===== src/rtl/lrtm_pkg.sv =====
// Shared types and constants of the looping resampling track mixer.
`timescale 1ns / 1ps

package lrtm_pkg;

  localparam int CURSOR_W  = 32;
  localparam int FRAMES_W  = 17;
  localparam int LIMIT_W   = FRAMES_W + 16;
  localparam int SAMPLE_W  = 16;
  localparam int CFG_W     = 20;
  localparam int CFG_IDX_W = 2;

  localparam logic [1:0] OP_MIX     = 2'd0;
  localparam logic [1:0] OP_WRITE   = 2'd1;
  localparam logic [1:0] OP_RESTART = 2'd2;

  localparam logic [CFG_IDX_W-1:0] CFG_PLAY_ENABLE = 2'd0;
  localparam logic [CFG_IDX_W-1:0] CFG_FRAME_COUNT = 2'd1;
  localparam logic [CFG_IDX_W-1:0] CFG_PHASE_STEP  = 2'd2;
  localparam logic [CFG_IDX_W-1:0] CFG_MIX_GAIN    = 2'd3;

  localparam logic [19:0] PHASE_STEP_RST = 20'd65536;
  localparam logic [17:0] MIX_GAIN_RST   = 18'd42598;

  typedef struct packed {
    logic accept;
    logic mod_start;
    logic mod_sel_next;
    logic red_from_mod;
    logic rd_sel_b;
    logic capture_wa;
    logic mul1;
    logic mul2;
    logic out_load;
    logic out_pass;
    logic cursor_from_next;
    logic cursor_from_mod;
  } ctrl_cmd_t;

  typedef struct packed {
    logic op_mix;
    logic bypass;
    logic cur_in_range;
    logic next_in_range;
    logic mod_done;
    logic out_free;
  } dp_status_t;

endpackage


===== src/rtl/lrtm_ctrl.sv =====
// Controller state machine that sequences each item through the datapath.
`timescale 1ns / 1ps

module lrtm_ctrl (
  input  logic                 clk,
  input  logic                 rst_n,
  input  logic                 in_valid,
  output logic                 in_stall,
  input  lrtm_pkg::dp_status_t status,
  output lrtm_pkg::ctrl_cmd_t  cmd
);
  import lrtm_pkg::*;

  localparam logic [3:0] S_IDLE = 4'd0;
  localparam logic [3:0] S_MODC = 4'd1;
  localparam logic [3:0] S_RDA  = 4'd2;
  localparam logic [3:0] S_RDB  = 4'd3;
  localparam logic [3:0] S_MUL1 = 4'd4;
  localparam logic [3:0] S_MUL2 = 4'd5;
  localparam logic [3:0] S_OUT  = 4'd6;
  localparam logic [3:0] S_MODN = 4'd7;
  localparam logic [3:0] S_PASS = 4'd8;

  logic [3:0] state_r, state_nxt;

  assign in_stall = (state_r != S_IDLE);

  always_comb begin
    cmd       = '0;
    state_nxt = state_r;
    case (state_r)
      S_IDLE: begin
        if (in_valid) begin
          cmd.accept = 1'b1;
          if (status.op_mix) begin
            if (status.bypass) begin
              state_nxt = S_PASS;
            end else if (status.cur_in_range) begin
              state_nxt = S_RDA;
            end else begin
              // The cursor lies beyond a shortened track: reduce it first.
              cmd.mod_start = 1'b1;
              state_nxt     = S_MODC;
            end
          end
        end
      end
      S_MODC: begin
        if (status.mod_done) begin
          cmd.red_from_mod = 1'b1;
          state_nxt        = S_RDA;
        end
      end
      S_RDA: state_nxt = S_RDB;
      S_RDB: begin
        cmd.rd_sel_b   = 1'b1;
        cmd.capture_wa = 1'b1;
        state_nxt      = S_MUL1;
      end
      S_MUL1: begin
        cmd.mul1  = 1'b1;
        state_nxt = S_MUL2;
      end
      S_MUL2: begin
        cmd.mul2  = 1'b1;
        state_nxt = S_OUT;
      end
      S_OUT: begin
        if (status.out_free) begin
          cmd.out_load = 1'b1;
          if (status.next_in_range) begin
            cmd.cursor_from_next = 1'b1;
            state_nxt            = S_IDLE;
          end else begin
            cmd.mod_start    = 1'b1;
            cmd.mod_sel_next = 1'b1;
            state_nxt        = S_MODN;
          end
        end
      end
      S_MODN: begin
        cmd.mod_sel_next = 1'b1;
        if (status.mod_done) begin
          cmd.cursor_from_mod = 1'b1;
          state_nxt           = S_IDLE;
        end
      end
      S_PASS: begin
        if (status.out_free) begin
          cmd.out_load = 1'b1;
          cmd.out_pass = 1'b1;
          state_nxt    = S_IDLE;
        end
      end
      default: state_nxt = S_IDLE;
    endcase
  end

  always_ff @(posedge clk) begin
    if (!rst_n) begin
      state_r <= S_IDLE;
    end else begin
      state_r <= state_nxt;
    end
  end

endmodule


===== config.mk =====
export PLATFORM = sky130hd
export DESIGN_NAME = lrtm_ctrl
export DESIGN_NICKNAME = d
export VERILOG_FILES = /design/src/rtl/lrtm_pkg.sv /design/src/rtl/lrtm_ctrl.sv
export SDC_FILE = /design/constraint.sdc
export NUM_CORES = 1
export LEC_CHECK = 0
export ABC_AREA = 1
export BUFFER_PORTS_ARGS = -buffer_cell sky130_fd_sc_hd__buf_2
export CAP_MARGIN = 20
export CELL_PAD_IN_SITES_DETAIL_PLACEMENT = 0
export CELL_PAD_IN_SITES_GLOBAL_PLACEMENT = 1
export CORE_MARGIN = 2
export CORE_UTILIZATION = 28
export DETAILED_ROUTE_END_ITERATION = 12
export HOLD_SLACK_MARGIN = 0.06
export PLACE_DENSITY_LB_ADDON = 0.1
export REMOVE_ABC_BUFFERS = 1
export SLEW_MARGIN = 30
export SYNTH_ARGS = -nofsm -noshare
export SYNTH_HDL_FRONTEND = slang
export SYNTH_SLANG_ARGS = --single-unit

===== constraint.sdc =====
create_clock -name clk -period 1.6 [get_ports clk]
set_clock_uncertainty 0.2 [all_clocks]
set_input_delay 0.16 -clock clk [delete_from_list [all_inputs] [get_ports clk]]
set_output_delay 0.16 -clock clk [all_outputs]
set_load 0.01 [all_outputs]

==> reports/metrics.cfg <==
[finish]
layout-drive-gt1-share=0.613
regMostFlops=state_r
design_area_um2=826
fillers=169
fin_nets=130
fin_util=0.530
multi_input_area_um2=412
reg_top3=state_r: 4 flops
syn_to_final_growth_pct=71.4
largest_reg_flops=4
final_cells=135
final_cell_mix=21 x buf_2, 11 x inv_1, 11 x nand2_1
n_antenna_cell=0
regArea_um2=95.1
final_common_cell=buf_2

[routing]
drc_errors=0
via_per_inst=4.65
drt_wl_total_mm=1.45
dr.first_iter.drc_count=12
drt-pass1-iter-count=4
wl_per_cell_um=10.7
ant_nets=0
dr_total_vias=628

[status]
status=complete, no violations

[power]
finalPower_uw=1770
p_leak_uw=0.000465
vdd_drop_max_v=0.000759
cellPowerDensity_nw_per_um2=2140

[timing]
setup_viol=0
max_freq_mhz=628
timing.final.crit_period_ns=1.59
setup_ws_ns=0.00715
fin_crit_sh=0.996
worst_pin_slew_ns=0.226
hold_viol=0
slew_headroom=0.848
slew_violations=0
rsz0062_at_grt=true

[floorplan]
core-area_um2=1560
io_pins=22
die_x_um=45.5
rows=14
start_util=0.309
fp.dieArea_um2=2070
die_h_um=45.5

[placement]
place.gp.congestion=0.806
placed_cells=121
portBuffers=21
place_area_um2=599
dp_hpwl_mm=1.01
dp_worst_setup_slack_ns=0.0584

[clocking]
insertion_delay_ns=0.24
clk_pin_slew_ns=0.04
cts_buffers=3
cts-root-buf=clkbuf_4
cts_buffer_depth=2
clkSinkCount=4
cts_tree=yes
h-tree-depth=1

[global_routing]
grt_overflow_total=0
grtUsageMet2=0.245
globalRouteMet3Util=0.0595
grtUsageMet1=0.195
grt_antenna_before_repair=0
grt_pass1_vias=557
track_usage=0.152
gr-max-usage-layer=met2
grt_pass1_wl_mm=2.27
grt_start_max_net_pins=8

[worst_setup_path]
end_kind=output port
crit_arrival_ns=1.23
start_kind=flip-flop
crit_path_max_fanout=5
crit_chain=nor2_4 > buf_6 > nand3_2 > a21oi_2 > buf_2
crit_slowest_cell=dfxtp_4
worstPathRequired_ns=1.24
critPathKind=reg -> out
critPathMaxStageDelay_ns=0.36

[logic_synthesis]
yosys_warnings=0
ys_seq_area_frac=0.166
yosysTopAreaCellShare=0.166
synth_cells=85
synthesis.area_um2=482
synth.area.top_cells=dfxtp_1 17%, nand2_1 14%, inv_1 11%
synth.distinct_cells=19
postSynthRegisterBits=4
avgSynthCellArea_um2=5.67
synth_area_leader_cell=dfxtp_1

[min_path]
hold_class=in -> reg

[job]
drv_cap=0

==> kinds of logic after synthesis <==
logic type,after synthesis,share of synthesized area
AOI/OAI and AO/OA,8,0.0935
buffers and inverters,19,0.158
DFF,4,0.166
and+or+nand+nor,54,0.582
==> worst paths after layout <==
check                           startpoint    endpoint  slack, ns  cells after the start
worst min register to register  state_r[1]  state_r[2]       0.33                      2
worst max register to register  state_r[2]  state_r[3]       0.03                     10
worst max-delay path            state_r[0]      cmd[3]      0.007                      5
worst min-delay path             status[4]  state_r[3]       0.13                      5
==> stage by stage <==
| step | hold WS [ns] | TNS [ns] |
|---|---|---|
| 2_1_floorplan | 0.0807 | 0 |
| 3_3_place_gp | 0.226 | 0 |
| 3_5_place_dp | 0.218 | 0 |
| 4_1_cts | 0.118 | -0.0269 |
| 5_1_grt | 0.143 | -0.212 |
| 6_report | 0.134 | 0 |
==> timing repair <==
action | in CTS | in global routing
buffers inserted | 5 | 5
hold endpoints to repair | 4 | 0
gates cloned | 0 | 0
pin swaps | 3 | 12
hold buffers | 1 | 0
setup endpoints to repair | 7 | 13
gates resized for setup | 8 | 30
==> layout make-up <==
class	instances	area share
multi-input cells	62	0.498
repair buffers	32	0.248
inverters	18	0.0864
clock buffers	3	0.0273
flip-flops and latches	4	0.115
well taps	16	0.0242
==> metal layers <==
metal  routed length [um]  vias to the layer above
li1                     -                      337
met1                  681                      277
met2                  712                       14
met3                   55                        0
met4                    0                        0
met5                    0                        -
==> synth_stat cells <==
library cell,number
dfxtp_1,4
nor2_1,12
inv_2,3
nand2_2,2
buf_4,1
nor3_1,1
nor2_4,3
nor4_1,1
o21ai_0,2
nand4_1,2
a21boi_1,1
nand3_2,4
inv_1,14
nand2_1,18
clkinv_2,1
a21oi_1,4
o31ai_1,1
nor2_2,2
nand3_1,9
==> where the power goes <==
part	leakage, uW	total (uW)	internal (uW)	switching [uW]
clock network	0.0000138	131	84.3	46.4
registers	0.0000356	281	180	101
logic	0.000415	1360	596	762
total	0.000465	1770	860	910
==> critical path: cells and delay by family (launching register included) <==
family,cells,cell delay [ns]
flip-flops,1,0.36
buffers and inverters,2,0.25
AND/OR/NAND/NOR,2,0.24
AO/OA/AOI/OAI,1,0.13
Note: power is estimated with default switching activity, not from simulation.
